## src/rtl/ted_pkg.sv

```systemverilog
// Package: shared constants, state codes and types for the terminal key escape decoder.
`default_nettype none

package ted_pkg;

    // Characters that steer the sequence decoder
    localparam logic [7:0] CHAR_ESC   = 8'd27;
    localparam logic [7:0] CHAR_LBRK  = 8'h5B; // '['
    localparam logic [7:0] CHAR_O     = 8'h4F; // 'O'
    localparam logic [7:0] CHAR_TILDE = 8'h7E; // '~'
    localparam logic [7:0] CHAR_TWO   = 8'h32; // '2'
    localparam logic [7:0] CHAR_THREE = 8'h33; // '3'
    localparam logic [7:0] CHAR_ONE   = 8'h31; // '1'
    localparam logic [7:0] CHAR_COLON = 8'h3A; // ':'
    localparam logic [7:0] CHAR_P     = 8'h50; // 'P'
    localparam logic [7:0] CHAR_Y     = 8'h59; // 'Y'
    localparam logic [7:0] CHAR_A     = 8'h41; // 'A'
    localparam logic [7:0] CHAR_B     = 8'h42; // 'B'
    localparam logic [7:0] CHAR_C     = 8'h43; // 'C'
    localparam logic [7:0] CHAR_D     = 8'h44; // 'D'
    localparam logic [7:0] CHAR_F     = 8'h46; // 'F'
    localparam logic [7:0] CHAR_H     = 8'h48; // 'H'

    // Sequence state codes
    localparam int unsigned ST_W = 3;
    localparam logic [ST_W-1:0] ST_IDLE = 3'd0;
    localparam logic [ST_W-1:0] ST_ESC  = 3'd1;
    localparam logic [ST_W-1:0] ST_CSI  = 3'd2;
    localparam logic [ST_W-1:0] ST_SS3  = 3'd3;
    localparam logic [ST_W-1:0] ST_CSI2 = 3'd4;
    localparam logic [ST_W-1:0] ST_CSI3 = 3'd5;

    // Special key codes
    localparam logic [7:0] KEY_INS   = 8'd0;
    localparam logic [7:0] KEY_DEL   = 8'd1;
    localparam logic [7:0] KEY_UP    = 8'd2;
    localparam logic [7:0] KEY_DOWN  = 8'd3;
    localparam logic [7:0] KEY_LEFT  = 8'd4;
    localparam logic [7:0] KEY_RIGHT = 8'd5;
    localparam logic [7:0] KEY_HOME  = 8'd6;
    localparam logic [7:0] KEY_END   = 8'd7;
    localparam logic [7:0] KEY_F1    = 8'd8;
    localparam logic [7:0] KEY_F10   = 8'd17;

    // Decode outcome for one byte
    typedef struct packed {
        logic            emit;
        logic            is_special;
        logic [7:0]      key_code;
        logic [ST_W-1:0] next_state;
    } dec_result_t;

endpackage

`default_nettype wire

```

## src/rtl/ted_decode.sv

```systemverilog
// Combinational next-state and key decode for one received byte.
`default_nettype none

module ted_decode (
    input  wire logic [ted_pkg::ST_W-1:0] state,
    input  wire logic [7:0]               rx_byte,
    output ted_pkg::dec_result_t          result
);

    always_comb
    begin
        result            = '0;
        result.next_state = ted_pkg::ST_IDLE;
        if (rx_byte == ted_pkg::CHAR_ESC)
        begin
            // ESC restarts a sequence from any state
            result.next_state = ted_pkg::ST_ESC;
        end
        else
        begin
            unique case (state)
                ted_pkg::ST_ESC:
                begin
                    if (rx_byte == ted_pkg::CHAR_LBRK)
                        result.next_state = ted_pkg::ST_CSI;
                    else if (rx_byte == ted_pkg::CHAR_O)
                        result.next_state = ted_pkg::ST_SS3;
                end
                ted_pkg::ST_CSI:
                begin
                    result.is_special = 1'b1;
                    case (rx_byte)
                        ted_pkg::CHAR_TWO:   result.next_state = ted_pkg::ST_CSI2;
                        ted_pkg::CHAR_THREE: result.next_state = ted_pkg::ST_CSI3;
                        ted_pkg::CHAR_A:
                        begin
                            result.emit = 1'b1; result.key_code = ted_pkg::KEY_UP;
                        end
                        ted_pkg::CHAR_B:
                        begin
                            result.emit = 1'b1; result.key_code = ted_pkg::KEY_DOWN;
                        end
                        ted_pkg::CHAR_C:
                        begin
                            result.emit = 1'b1; result.key_code = ted_pkg::KEY_RIGHT;
                        end
                        ted_pkg::CHAR_D:
                        begin
                            result.emit = 1'b1; result.key_code = ted_pkg::KEY_LEFT;
                        end
                        ted_pkg::CHAR_F:
                        begin
                            result.emit = 1'b1; result.key_code = ted_pkg::KEY_END;
                        end
                        ted_pkg::CHAR_H:
                        begin
                            result.emit = 1'b1; result.key_code = ted_pkg::KEY_HOME;
                        end
                        default: ;
                    endcase
                end
                ted_pkg::ST_SS3:
                begin
                    result.is_special = 1'b1;
                    // F1-F10 from '1'..':' or 'P'..'Y'
                    if (rx_byte >= ted_pkg::CHAR_ONE && rx_byte <= ted_pkg::CHAR_COLON)
                    begin
                        result.emit     = 1'b1;
                        result.key_code = ted_pkg::KEY_F1 + (rx_byte - ted_pkg::CHAR_ONE);
                    end
                    else if (rx_byte >= ted_pkg::CHAR_P && rx_byte <= ted_pkg::CHAR_Y)
                    begin
                        result.emit     = 1'b1;
                        result.key_code = ted_pkg::KEY_F1 + (rx_byte - ted_pkg::CHAR_P);
                    end
                end
                ted_pkg::ST_CSI2:
                begin
                    result.is_special = 1'b1;
                    result.key_code   = ted_pkg::KEY_INS;
                    result.emit       = (rx_byte == ted_pkg::CHAR_TILDE);
                end
                ted_pkg::ST_CSI3:
                begin
                    result.is_special = 1'b1;
                    result.key_code   = ted_pkg::KEY_DEL;
                    result.emit       = (rx_byte == ted_pkg::CHAR_TILDE);
                end
                default:
                begin
                    // idle, and unused codes behave as idle: plain pass-through
                    result.emit     = 1'b1;
                    result.key_code = rx_byte;
                end
            endcase
        end
    end

endmodule

`default_nettype wire

```

## src/rtl/terminal_key_escape_decoder_top.sv

```systemverilog
// Top level: terminal key escape decoder with input and result registers.
//
// Usage:
//   Input channel (rx_byte, in_valid/in_ready) takes one terminal byte per
//   transaction. Result channel (is_special, key_code, out_valid/out_ready)
//   gives zero or one result per input byte. Plain bytes come back with
//   is_special = 0; completed ESC [ / ESC O sequences give is_special = 1 and
//   a key code (0 ins, 1 del, 2 up, 3 down, 4 left, 5 right, 6 home, 7 end,
//   8-17 F1-F10). ESC and bytes inside an unfinished sequence give no result.
//   Timing: a byte accepted into the input register is decoded and lands in
//   the result register once that register is not stalled; its result, if any,
//   then shows on out_valid and is taken while out_ready is high.
//   Throughput: one byte per cycle while the result register is not stalled;
//   the sequence state register is the only loop.
//   Stall: when a result waits on out_ready low, the input register still
//   takes one more byte; only when both registers are full does in_ready drop.
//   Reset (rst_n low, asynchronous): both registers empty, sequence idle.
`default_nettype none

module terminal_key_escape_decoder_top (
    input  wire logic       clk,
    input  wire logic       rst_n,
    input  wire logic [7:0] rx_byte,
    input  wire logic       in_valid,
    output logic            in_ready,
    output logic            is_special,
    output logic [7:0]      key_code,
    output logic            out_valid,
    input  wire logic       out_ready
);

    logic                         in_full_reg;
    logic                         in_full_next;
    logic [7:0]                   in_byte_reg;
    logic [ted_pkg::ST_W-1:0]     state_reg;
    logic                         out_valid_reg;
    logic                         out_valid_next;
    logic                         out_special_reg;
    logic [7:0]                   out_code_reg;
    logic                         stall;
    logic                         advance;
    logic                         in_fire;
    ted_pkg::dec_result_t         dec;

    // Result register blocked by the receiver
    assign stall    = out_valid_reg && !out_ready;
    // Held byte moves through the decoder into the result register
    assign advance  = in_full_reg && !stall;
    assign in_ready = !in_full_reg || !stall;
    assign in_fire  = in_valid && in_ready;

    ted_decode u_decode (
        .state   (state_reg),
        .rx_byte (in_byte_reg),
        .result  (dec)
    );

    always_comb
    begin
        in_full_next = in_full_reg;
        if (in_fire)
            in_full_next = 1'b1;
        else if (advance)
            in_full_next = 1'b0;

        out_valid_next = out_valid_reg;
        if (advance)
            out_valid_next = dec.emit;
        else if (out_ready)
            out_valid_next = 1'b0;
    end

    always_ff @(posedge clk or negedge rst_n)
    begin
        if (!rst_n)
        begin
            in_full_reg   <= 1'b0;
            out_valid_reg <= 1'b0;
            state_reg     <= ted_pkg::ST_IDLE;
        end
        else
        begin
            in_full_reg   <= in_full_next;
            out_valid_reg <= out_valid_next;
            if (advance)
                state_reg <= dec.next_state;
        end
    end

    // Payload registers, no reset
    always_ff @(posedge clk)
    begin
        if (in_fire)
            in_byte_reg <= rx_byte;
        if (advance && dec.emit)
        begin
            out_special_reg <= dec.is_special;
            out_code_reg    <= dec.key_code;
        end
    end

    assign out_valid  = out_valid_reg;
    assign is_special = out_special_reg;
    assign key_code   = out_code_reg;

endmodule

`default_nettype wire

```

## config.mk

```make
export PLATFORM = sky130hd
export DESIGN_NAME = terminal_key_escape_decoder_top
export DESIGN_NICKNAME = d
export VERILOG_FILES = /design/src/rtl/ted_pkg.sv /design/src/rtl/ted_decode.sv /design/src/rtl/terminal_key_escape_decoder_top.sv
export SDC_FILE = /design/constraint.sdc
export NUM_CORES = 1
export LEC_CHECK = 0
export BUFFER_PORTS_ARGS = -buffer_cell sky130_fd_sc_hd__clkbuf_2
export CAP_MARGIN = 40
export CORE_MARGIN = 2
export CORE_UTILIZATION = 50
export DETAILED_ROUTE_END_ITERATION = 8
export MAX_ROUTING_LAYER = met4
export PLACE_DENSITY = 0.77
export SLEW_MARGIN = 20
export SYNTH_ARGS = -nofsm -noshare
export SYNTH_HDL_FRONTEND = slang
export SYNTH_SLANG_ARGS = --single-unit
```

## constraint.sdc

```tcl
create_clock -name clk -period 2.6 [get_ports clk]
set_input_delay 0.26 -clock clk [delete_from_list [all_inputs] [get_ports clk]]
set_output_delay 0.26 -clock clk [all_outputs]
set_load 0.02 [all_outputs]
```

Yosys cells after proc, flatten, opt, wreduce, memory -nomap -nowiden. Index checks and enable logic that the tools add are counted.

Shift operators: 0. Equality and inequality tests: 17. Muxes and demuxes: 19. Bitwise operators: 0. Order comparisons: 4. Divide/modulo/power cells: 0. Multipliers: 0. Reductions and logical operators: 16. Add/sub/neg operators: 4.

Operators with widths (number): $eq A8 B7 Y1 const B (9); $pmux W8 S4 (1); $pmux W3 S6 (1); $add A4 B8 Y8 const A (2); $eq A8 B6 Y1 const B (2); $mux W8 (2); $pmux W3 S2 (2); $mux W10 (1); $eq A8 B5 Y1 const B (1); $ge A8 B6 Y1 const B (1); $ge A8 B7 Y1 const B (1); $le A8 B6 Y1 const B (1); $le A8 B7 Y1 const B (1); $mux W1 (8); $sub A8 B6 Y8 const B (1); $sub A8 B7 Y8 const B (1); $eq A3 B2 Y1 const B (2); $eq A3 B3 Y1 const B (2); $logic_and A1 B1 Y1 (6); $reduce_or A6 Y1 (1); $mux W2 (2); $pmux W1 S4 (1); $reduce_bool A2 Y1 (2); $reduce_or A2 Y1 (2); other kinds (5) (7).

Memories: 0. Latch bits: 0. Bits in read-only memories: 0. Logic and storage cells: 66. RAM bits: 0. Bits in registers: 22. Bits of input ports: 12. Output and inout bits: 11.

Longest topological paths before layout. Gate-level depths: netlist of the first run.

Depth after elaboration: 7. Gate-level depth with buffers: 7. Gate-level depth less buffers: 7.

Modules after synthesis. From an unflattened synthesis of the first run, not the netlist that was laid out.

Cell total of the unflattened synthesis: 143. Area total of the unflattened synthesis: 1545.2 µm².

By module, submodules not included: ted_decode (area each 803.3 µm², sequential area each 0.0 µm², cells each 109, instances 1); terminal_key_escape_decoder_top (area each 742.0 µm², sequential area each 635.6 µm², cells each 34, instances 1).

Least setup slack after synthesis of the first run. Ideal clock, no wire load.

Path kind: register to register. Start: register in_byte_reg[0]. End: register out_special_reg, in the netlist is_special (enable). Period minus slack after synthesis: 2578 ps. Arrival: 2192 ps. Path buffers: 0. Library setup time: 387 ps. Cell stages (with the launch flop): 8. Setup slack: 22 ps. Required time: 2213 ps. Cells stage by stage: edfxtp_1 inv_1 ha_1 and3b_1 o31ai_2 o22ai_1 a211oi_1 nor3_1.

Longest elaborated chain between the ends: 7. Elaborated cells on any way between the ends: 21. Those cells by class: 4 x order compare; 8 x eq/ne; 5 x mux; 4 x reduce/logical.

RTL lines: start, declared (line terminal_key_escape_decoder_top.sv:34) `logic [7:0] in_byte_reg;`; start signal, assigned (line terminal_key_escape_decoder_top.sv:94) `in_byte_reg <= rx_byte;`; $ge A8 B7 Y1 or $le A8 B7 Y1 (tied branches) (line ted_decode.sv:71) `else if (rx_byte >= ted_pkg::CHAR_P && rx_byte <= ted_pkg::CHAR_Y)`; $logic_and A1 B1 Y1 (line ted_decode.sv:71); $mux W1 (line ted_decode.sv:71); $mux W1 (line ted_decode.sv:66) `if (rx_byte >= ted_pkg::CHAR_ONE && rx_byte <= ted_pkg::CHAR_COLON)`; $pmux W1 S4 (line ted_decode.sv:21) `unique case (state)`; $mux W10 (*) (line ted_decode.sv:14) `if (rx_byte == ted_pkg::CHAR_ESC)`; $logic_and A1 B1 Y1 (*) (line terminal_key_escape_decoder_top.sv:95) `if (advance && dec.emit)`; end signal, assigned (line terminal_key_escape_decoder_top.sv:97) `out_special_reg <= dec.is_special;`; end, declared (line terminal_key_escape_decoder_top.sv:38) `logic out_special_reg;`.

Every way passes the cells marked *; elsewhere a longest branch is shown, timed or not. A chain may end at the register's enable or synchronous reset.

Final worst setup path of the first run.
Start: register in_byte_reg[0]. End: register out_code_reg[4], in the netlist key_code[4] (enable).

Longest elaborated chain between the ends: 7. Elaborated cells on any way between the ends: 21. Those cells by class: 4 x order compare; 8 x eq/ne; 5 x mux; 4 x reduce/logical.

RTL lines: $ge A8 B7 Y1 or $le A8 B7 Y1 (tied branches) (line ted_decode.sv:71); $logic_and A1 B1 Y1 (line ted_decode.sv:71); $mux W1 (line ted_decode.sv:71); $mux W1 (line ted_decode.sv:66); $pmux W1 S4 (line ted_decode.sv:21); $mux W10 (*) (line ted_decode.sv:14); $logic_and A1 B1 Y1 (*) (line terminal_key_escape_decoder_top.sv:95); end signal, assigned (line terminal_key_escape_decoder_top.sv:98) `out_code_reg <= dec.key_code;`; end, declared (line terminal_key_escape_decoder_top.sv:39) `logic [7:0] out_code_reg;`.

Marks and branches as above.

==> results of run 1 <==
-- cell families after synthesis --
| kind of cell | Yosys count |
|---|---|
| AOI/OAI and AO/OA | 38 |
| adders and majority gates | 8 |
| and+or+nand+nor | 64 |
| xor gates and xnor gates | 2 |
| buffers and inverters | 16 |
| DFF | 22 |
-- power groups by stage --
stage / logic (mW) / clock network (mW) / registers [mW]
finish: 0.163 / 0.167 / 0.422
floorplan: 0.0776 / 0 / 0.439
global route: 0.177 / 0.182 / 0.425
global placement: 0.155 / 0 / 0.429
CTS: 0.162 / 0.172 / 0.422
detailed placement: 0.161 / 0 / 0.430
-- per-layer routing --
layer  up-vias  GRT usage, %  wire [um]
li1        676             -          -
met3        13         2.857        199
met5         -             -          0
met4         0         12.96        115
met2        53         38.84       1738
met1       650         31.31       1602
-- metrics by stage --
step           setup WS, ps  setup TNS, ps  utilization [%]  area [um^2]  instances
2_1_floorplan         21.64              0                -         1485        150
3_3_place_gp         -110.5         -992.4            65.95         1834        227
3_5_place_dp          138.8              0            66.13         1839        228
5_1_grt               44.06              0            67.61         1881        233
4_1_cts               127.0              0            67.43         1876        233
6_report              196.6              0            67.61         1881        233
-- final timing paths --
| path | startpoint | end | depth (start not counted) |
|---|---|---|---|
| setup / recovery | in_byte_reg[0]$_DFFE_PP_ | key_code[4]$_SDFFCE_PN0P_ | 8 |
| hold / removal | rx_byte[7] | in_byte_reg[7]$_DFFE_PP_ | 1 |
| setup reg to reg | in_byte_reg[0]$_DFFE_PP_ | key_code[4]$_SDFFCE_PN0P_ | 8 |
| hold reg to reg | in_full_reg$_DFFE_PN0P_ | out_valid$_DFFE_PN0P_ | 2 |
| max in group asynchronous | rst_n | state_reg[0]$_DFFE_PN0P_ | 2 |
| min in group asynchronous | rst_n | in_full_reg$_DFFE_PN0P_ | 2 |
-- synthesized netlist by cell type, types with 3 or more instances --
cell	count	area (um^2)
a21oi_1	6	30.03
a31oi_1	3	18.77
a32oi_1	3	26.28
and2_1	3	18.77
buf_2	4	20.02
clkbuf_1	3	11.26
dfrtp_1	5	125.1
edfxtp_1	17	510.5
ha_1	8	100.1
inv_1	7	26.28
nand2_1	9	33.78
nand2b_1	4	25.02
nand3_1	9	45.04
nand4_1	3	18.77
nor2_1	6	22.52
nor3_1	7	35.03
o21ai_0	12	60.06
-- layout make-up --
cell class	count	share of cell area, %
Multi-Input combinational cell	112	41.52
Inverter	7	1.397
Tap cell	31	2.063
Timing Repair Buffer	57	19.83
Clock buffer	4	1.397
Sequential cell	22	33.80
-- what timing repair did --
item | CTS | global route
hold buffers | 1 | 0
gates resized for setup | 0 | 1
hold endpoints to repair | 5 | 0
endpoints found under the setup margin | 0 | 7
-- worst reg2reg max path, stage by stage (launching register included) --
cell and delay, ps:
edfxtp_1 440, buf_4 160, ha_1 230, or4_1 470, a21oi_1 190, a2111oi_2 80
a211oi_1 280, nor3_2 120, buf_2 190
==> run summary, run 1 <==
status: finished, final reports clean
Worst-Margin Slew: 366.8 ps
Ports: 23
Fin. Hold Viols: 0
Crit Path Class: reg2reg
total power: 0.7528 mW
Worst R2R Setup Slack: 200 ps
CTS H-tree lvls: 1
post-synth net total: 170
Reg clk slew, reported paths: 120 ps
#FFs+latches synth: 22
slowest stage delay, CP: 470 ps
Post-synth EDFFs: 17
hold slack: 106.9 ps
vias per cell: 5.974
unrepaired setup endpoints after global routing: no
total track usage: 24.71%
XOR/XNOR share of the synthesized area: 1.179%
YS warnings: 0
max_cap viols: 0
Worst setup SP type: flip-flop
Avg WL per Cell: 15.69 um
routability cong.: 0.9308
most frequent cells in the layout: buf_4, clkbuf_2, edfxtp_1, o21ai_0
multi-input logic area: 780.7 um^2
Combinational Power Share: 21.7%
GRT overflow: 0
Pre-antenna DRT Iters: 4
switching share of power: 28.39%
buffer and inverter count on the worst path: 2
final setup violation count: 0
vias in the first global route: 1,338
cell row count: 19
Setup Skew: 4.307 ps
Synth Area in Compound Gates: 17.69%
die width: 58.50 um
crit path max fanout: 7
f_max: 0.4161 GHz
Area Growth Syn to Fin: 26.62%
largest net degree at the start of global routing: 13
clk sinks: 22
Final min period: 2403 ps
sequential-to-total area share from yosys stat: 42.80%
initial antenna violation count: 0
drt total wl: 3656 um
DIE AREA: 0.003422 mm^2
Worst path slowest cell: or4_1
Synth Instances: 150
Detail Route Antenna Nets: 0
Layout fillers: 223
Psw: 0.2137 mW
via count: 1,392
CP endpoint kind: flip-flop
Req. time, crit path: 2680 ps
Residual DRC: 0
post-DP HPWL: 2936 um
pwr dens: 400.3 mW/mm^2
CTS Buf Count: 3
Setup Fix Bufs, Post-CTS: 0
Worst VDD drop: 328.5 uV
Cell Chain, Critical Path: buf_4, ha_1, or4_1, a21oi_1, a2111oi_2, a211oi_1, nor3_2, buf_2
layout cell share with drive strength beyond 1: 35.15%
CTS tree: built
Pleak: 0.7706 nW
first-pass GRT wire length: 6210 um
ANT cells: 0
root buf cell: clkbuf_4
most common cell after layout, fill and taps aside: buf_4
Crit path arrival time: 2490 ps
register share of total power: 56.1%
Slew HR: 75.49%
Synth Area in Simple Gates: 26.62%
Final Slew Violations: 0
clock share of power: 22.2%
Die Y: 58.50 um
1st-iter DRT viols: 54
maximum clock path buffer count: 2
mean post-synth cell area: 9.901 um^2
Internal Power: 0.5390 mW
Reg area: 635.6 um^2
mux share of post-synthesis cell area: 0%
adder-cell area share of the yosys netlist: 6.740%
predominant post-synthesis flop cell: edfxtp_1
asr flop ratio synth: 22.73%
clk_lat worst skew: 320 ps
NumNets Final: 223
hold crit path type: in2reg
count of cell types in the netlist: 46
combinational family with the most area after synthesis: simple AND/OR/NAND/NOR gates
CP top delay family: simple AND/OR/NAND/NOR gates
core area: 0.002781 mm^2
Starting Density: 53.40%
area of the mapped netlist: 0.001485 mm^2
I/O Buffers: 22
final cycle utilization of the critical path: 92.44%
No activity file was read; power rests on OpenSTA's default activity.
==> run 2: changes to the inputs <==
CORE_MARGIN = not set   (was 2)
==> run summary, run 2 (synthesis gave the netlist of run 1 again) <==
Crit path arrival time: 2530 ps
Fin. Hold Viols: 0
GRT met1 Usage: 32.89%
core area: 0.002781 mm^2
die width: 56.50 um
Residual DRC: 0
crit path max fanout: 7
total track usage: 26.91%
placed insts: 228
Slew HR: 73.08%
hold crit path type: in2reg
Worst-Margin Slew: 398.2 ps
Reg area: 635.6 um^2
Detail Route Antenna Nets: 0
Final min period: 2438 ps
Starting Density: 53.40%
unrepaired setup endpoints after global routing: no
CTS tree: built
Area Growth Syn to Fin: 26.62%
Die Y: 56.50 um
Setup Skew: 8.365 ps
Post-Layout Cell Count: 233
pwr dens: 403.9 mW/mm^2
hold slack: 97.89 ps
post-DP HPWL: 2984 um
clk_lat worst skew: 320 ps
NumNets Final: 223
layout cell share with drive strength beyond 1: 35.15%
Worst VDD drop: 336.6 uV
CP endpoint kind: flip-flop
DIE AREA: 0.003192 mm^2
Final Cell Area: 0.001881 mm^2
Placement Cell Area: 0.001839 mm^2
cell row count: 19
maximum clock path buffer count: 2
routability cong.: 0.9351
setup TNS: 0 ps
Pleak: 0.7709 nW
Req. time, crit path: 2690 ps
Pre-antenna DRT Iters: 4
CTS H-tree lvls: 1
vias in the first global route: 1,379
Final Slew Violations: 0
f_max: 0.4101 GHz
GRT busiest layer: met2
Crit Path Class: reg2reg
Place WS: 128.7 ps
GR Layer Usage met2: 44.87%
Reg clk slew, reported paths: 140 ps
root buf cell: clkbuf_4
ANT cells: 0
Setup Fix Bufs, Post-CTS: 0
vias per cell: 6.094
initial antenna violation count: 0
Worst setup SP type: flip-flop
final setup violation count: 0
max_cap viols: 0
most frequent cells in the layout: buf_4, clkbuf_2, edfxtp_1, o21ai_0
setup slack after layout: 161.7 ps
CTS Buf Count: 3
Ports: 23
I/O Buffers: 22
1st-iter DRT viols: 50
multi-input logic area: 780.7 um^2
GRT overflow: 0
routing usage on met3: 2.074%
most common cell after layout, fill and taps aside: buf_4
Layout fillers: 242
Avg WL per Cell: 16.37 um
largest net degree at the start of global routing: 13
status: finished, final reports clean
final cycle utilization of the critical path: 93.78%
via count: 1,420
first-pass GRT wire length: 6458 um
clk sinks: 22
drt total wl: 3815 um
-- run 2: changes by cell type in the layout (fill, tap and decap cells not counted), sizes merged --
| cell | change |
|---|---|
| clkinv | +1 |
| clkbuf | -1 |
-- run 2: final cells by class --
| type | instances | area share, % |
|---|---|---|
| multi-input combinational | 112 | 41.52 |
| sequential | 22 | 33.80 |
| timing repair buffer | 57 | 19.83 |
| tap | 31 | 2.063 |
| inverter | 7 | 1.397 |
| clock buffer | 3 | 1.198 |
| clock inverter | 1 | 0.1996 |
-- run 2: metal layers --
metal	wire length [um]	part of all wire (%)
met4	120	3.1
met2	1894	50
met1	1608	42
met5	0	0
met3	192	5.0
-- run 2: critical path: stages, from the launching register on --
cell and delay, ps:
edfxtp_1 440, buf_4 150, ha_1 230, or4_1 480, a21oi_1 210, a2111oi_2 80
a211oi_1 300, nor3_2 120, buf_2 190
-- run 2: path summary, 6_finish.rpt --
| check | start | end | slack (ps) | cells after the start |
|---|---|---|---|---|
| worst min register to register | out_valid$_DFFE_PN0P_ | out_valid$_DFFE_PN0P_ | 610 | 2 |
| worst max-delay path | in_byte_reg[0]$_DFFE_PP_ | key_code[7]$_SDFFCE_PN0P_ | 160 | 8 |
| min in group asynchronous | rst_n | in_full_reg$_DFFE_PN0P_ | 280 | 2 |
| worst min-delay path | rx_byte[0] | in_byte_reg[0]$_DFFE_PP_ | 100 | 1 |
| max in group asynchronous | rst_n | state_reg[1]$_DFFE_PN0P_ | 2180 | 2 |
| worst max register to register | in_byte_reg[0]$_DFFE_PP_ | key_code[7]$_SDFFCE_PN0P_ | 160 | 8 |
-- run 2: per-stage QoR --
step	power, mW	util, %
floorplan	0.5164	-
global placement	0.5842	65.95
detailed placement	0.5900	66.13
CTS	0.7575	67.43
global route	0.7841	67.61
finish	0.7595	67.61
-- run 2: what timing repair did --
action | in CTS | in global routing
endpoints found under the setup margin | 0 | 7
hold buffers | 1 | 0
hold endpoints to repair | 5 | 0
resized for setup | 0 | 1
-- run 2: power breakdown --
part | leakage [nW] | internal (mW) | switching, mW | total [mW]
sequential | 0.227 | 0.406 | 0.0175 | 0.423
clock | 0.0154 | 0.0563 | 0.117 | 0.173
combinational | 0.529 | 0.0720 | 0.0907 | 0.163
==> run 3: changes to the inputs <==
PLACE_DENSITY = 0.8   (was 0.77)
==> run summary, run 3 (synthesis gave the netlist of run 1 again) <==
status: finished, final reports clean
Setup Skew: 1.021 ps
Final Slew Violations: 0
DIE AREA: 0.003192 mm^2
Residual DRC: 0
root buf cell: clkbuf_4
slowest stage delay, CP: 470 ps
Req. time, crit path: 2680 ps
final setup violation count: 0
Avg WL per Cell: 15.67 um
f_max: 0.4195 GHz
ANT cells: 0
Crit path arrival time: 2460 ps
routability cong.: 0.9389
initial antenna violation count: 0
Setup Fix Bufs, Post-CTS: 0
layout cell share with drive strength beyond 1: 35.96%
Hold Path Stages: 1
Final min period: 2384 ps
final cycle utilization of the critical path: 91.68%
Crit Path Class: reg2reg
vias in the first global route: 1,353
total track usage: 25.79%
via count: 1,404
Worst path slowest cell: or4_1
GRT overflow: 0
CP endpoint kind: flip-flop
R2R depth: 8
worst r2r src: in_byte_reg[0]$_DFFE_PP_
HP Start: rx_byte[1]
core area: 0.002781 mm^2
crit path max fanout: 7
Worst VDD drop: 360.2 uV
Util after Layout: 68.83%
CTS Buf Count: 3
Detail Route Antenna Nets: 0
Fin. Hold Viols: 0
FF-to-FF End: key_code[3]$_SDFFCE_PN0P_
Worst R2R Setup Slack: 220 ps
clk_lat worst skew: 310 ps
Pleak: 0.7890 nW
WHS Endpoint: in_byte_reg[1]$_DFFE_PP_
CTS H-tree lvls: 1
multi-input logic area: 780.7 um^2
pwr dens: 444.2 mW/mm^2
total power: 0.8503 mW
Layout fillers: 216
first-pass GRT wire length: 6147 um
Worst setup SP type: flip-flop
CP top delay family: simple AND/OR/NAND/NOR gates
most frequent cells in the layout: buf_4, clkbuf_2, edfxtp_1, o21ai_0
Starting Density: 53.40%
Reg area: 635.6 um^2
die width: 56.50 um
clk sinks: 22
buffer and inverter count on the worst path: 2
Area Growth Syn to Fin: 28.90%
CTS tree: built
cell row count: 19
most common cell after layout, fill and taps aside: buf_4
Ports: 23
Slew HR: 69.63%
Worst-Margin Slew: 449.2 ps
maximum clock path buffer count: 2
drt total wl: 3666 um
Pre-antenna DRT Iters: 5
post-DP HPWL: 2986 um
unrepaired setup endpoints after global routing: no
Cell Chain, Critical Path: buf_4, ha_1, or4_1, a21oi_1, a2111oi_2, a211oi_1, nor3_2, buf_2
1st-iter DRT viols: 45
vias per cell: 6.000
largest net degree at the start of global routing: 14
Reg clk slew, reported paths: 130 ps
hold crit path type: in2reg
Die Y: 56.50 um
I/O Buffers: 22
NumNets Final: 224
max_cap viols: 0
run 3: cell count changes in the layout (fill, tap and decap cells not counted):
cell | before | now
buf_4 | 33 | 34
bufinv_16 | 0 | 1
clkinv_1 | 1 | 0
run 3: final cells by class:
class	count	share of cell area (%)
clock buffers	3	1.176
well taps	31	2.026
flip-flops and latches	22	33.20
multi-input cells	112	40.78
inverters	7	1.373
clock inverters	1	1.569
repair buffers	58	19.87
run 3: worst max-delay path by stage:
| stage | from | endpoint | slack, ps | depth (start not counted) |
|---|---|---|---|---|
| 5_1_grt | in_byte_reg[0]$_DFFE_PP_ | key_code[3]$_SDFFCE_PN0P_ | 90 | 8 |
| 2_1_floorplan | in_byte_reg[0]$_DFFE_PP_ | is_special$_SDFFCE_PN0P_ | 20 | 7 |
| 6_report | in_byte_reg[0]$_DFFE_PP_ | key_code[3]$_SDFFCE_PN0P_ | 220 | 8 |
| 4_1_cts | in_byte_reg[1]$_DFFE_PP_ | key_code[6]$_SDFFCE_PN0P_ | 140 | 8 |
| 3_3_place_gp | in_byte_reg[0]$_DFFE_PP_ | key_code[4]$_SDFFCE_PN0P_ | -60 | 7 |
| 3_5_place_dp | in_byte_reg[1]$_DFFE_PP_ | key_code[6]$_SDFFCE_PN0P_ | 170 | 8 |
run 3: what timing repair did:
item / 4_1_cts / 5_1_grt
hold buffers: 1 / 0
hold endpoints to repair: 5 / 0
resized for setup: 0 / 1
setup endpoints to repair: 0 / 7
run 3: where the power goes:
part           switching (mW)  internal [mW]  total (mW)
clock                   0.108          0.156       0.264
sequential             0.0193          0.406       0.425
combinational          0.0880         0.0730       0.161
total                   0.216          0.635       0.850
run 3: per-stage QoR:
| stage | worst slack (ps) | setup TNS, ps | instances | cell area, um^2 | hold WS [ps] |
|---|---|---|---|---|---|
| floorplan | 21.64 | 0 | 150 | 1485 | -35.59 |
| global placement | -61.12 | -548.6 | 228 | 1842 | 75.27 |
| detailed placement | 166.9 | 0 | 229 | 1847 | 81.99 |
| CTS | 144.8 | 0 | 234 | 1909 | 107.0 |
| global route | 85.35 | 0 | 234 | 1914 | 99.44 |
| finish | 216.3 | 0 | 234 | 1914 | 114.1 |
run 3: routing by layer:
metal  part of all wire [%]  routed length (um)  vias to the layer above  global-route usage (%)
met5                      0                   0                        -                       -
met2                     52                1898                       51                   45.04
met4                    1.8                  66                        0                   10.45
li1                       -                   -                      684                       -
met3                    3.7                 134                        8                   2.995
met1                     43                1567                      661                   30.01
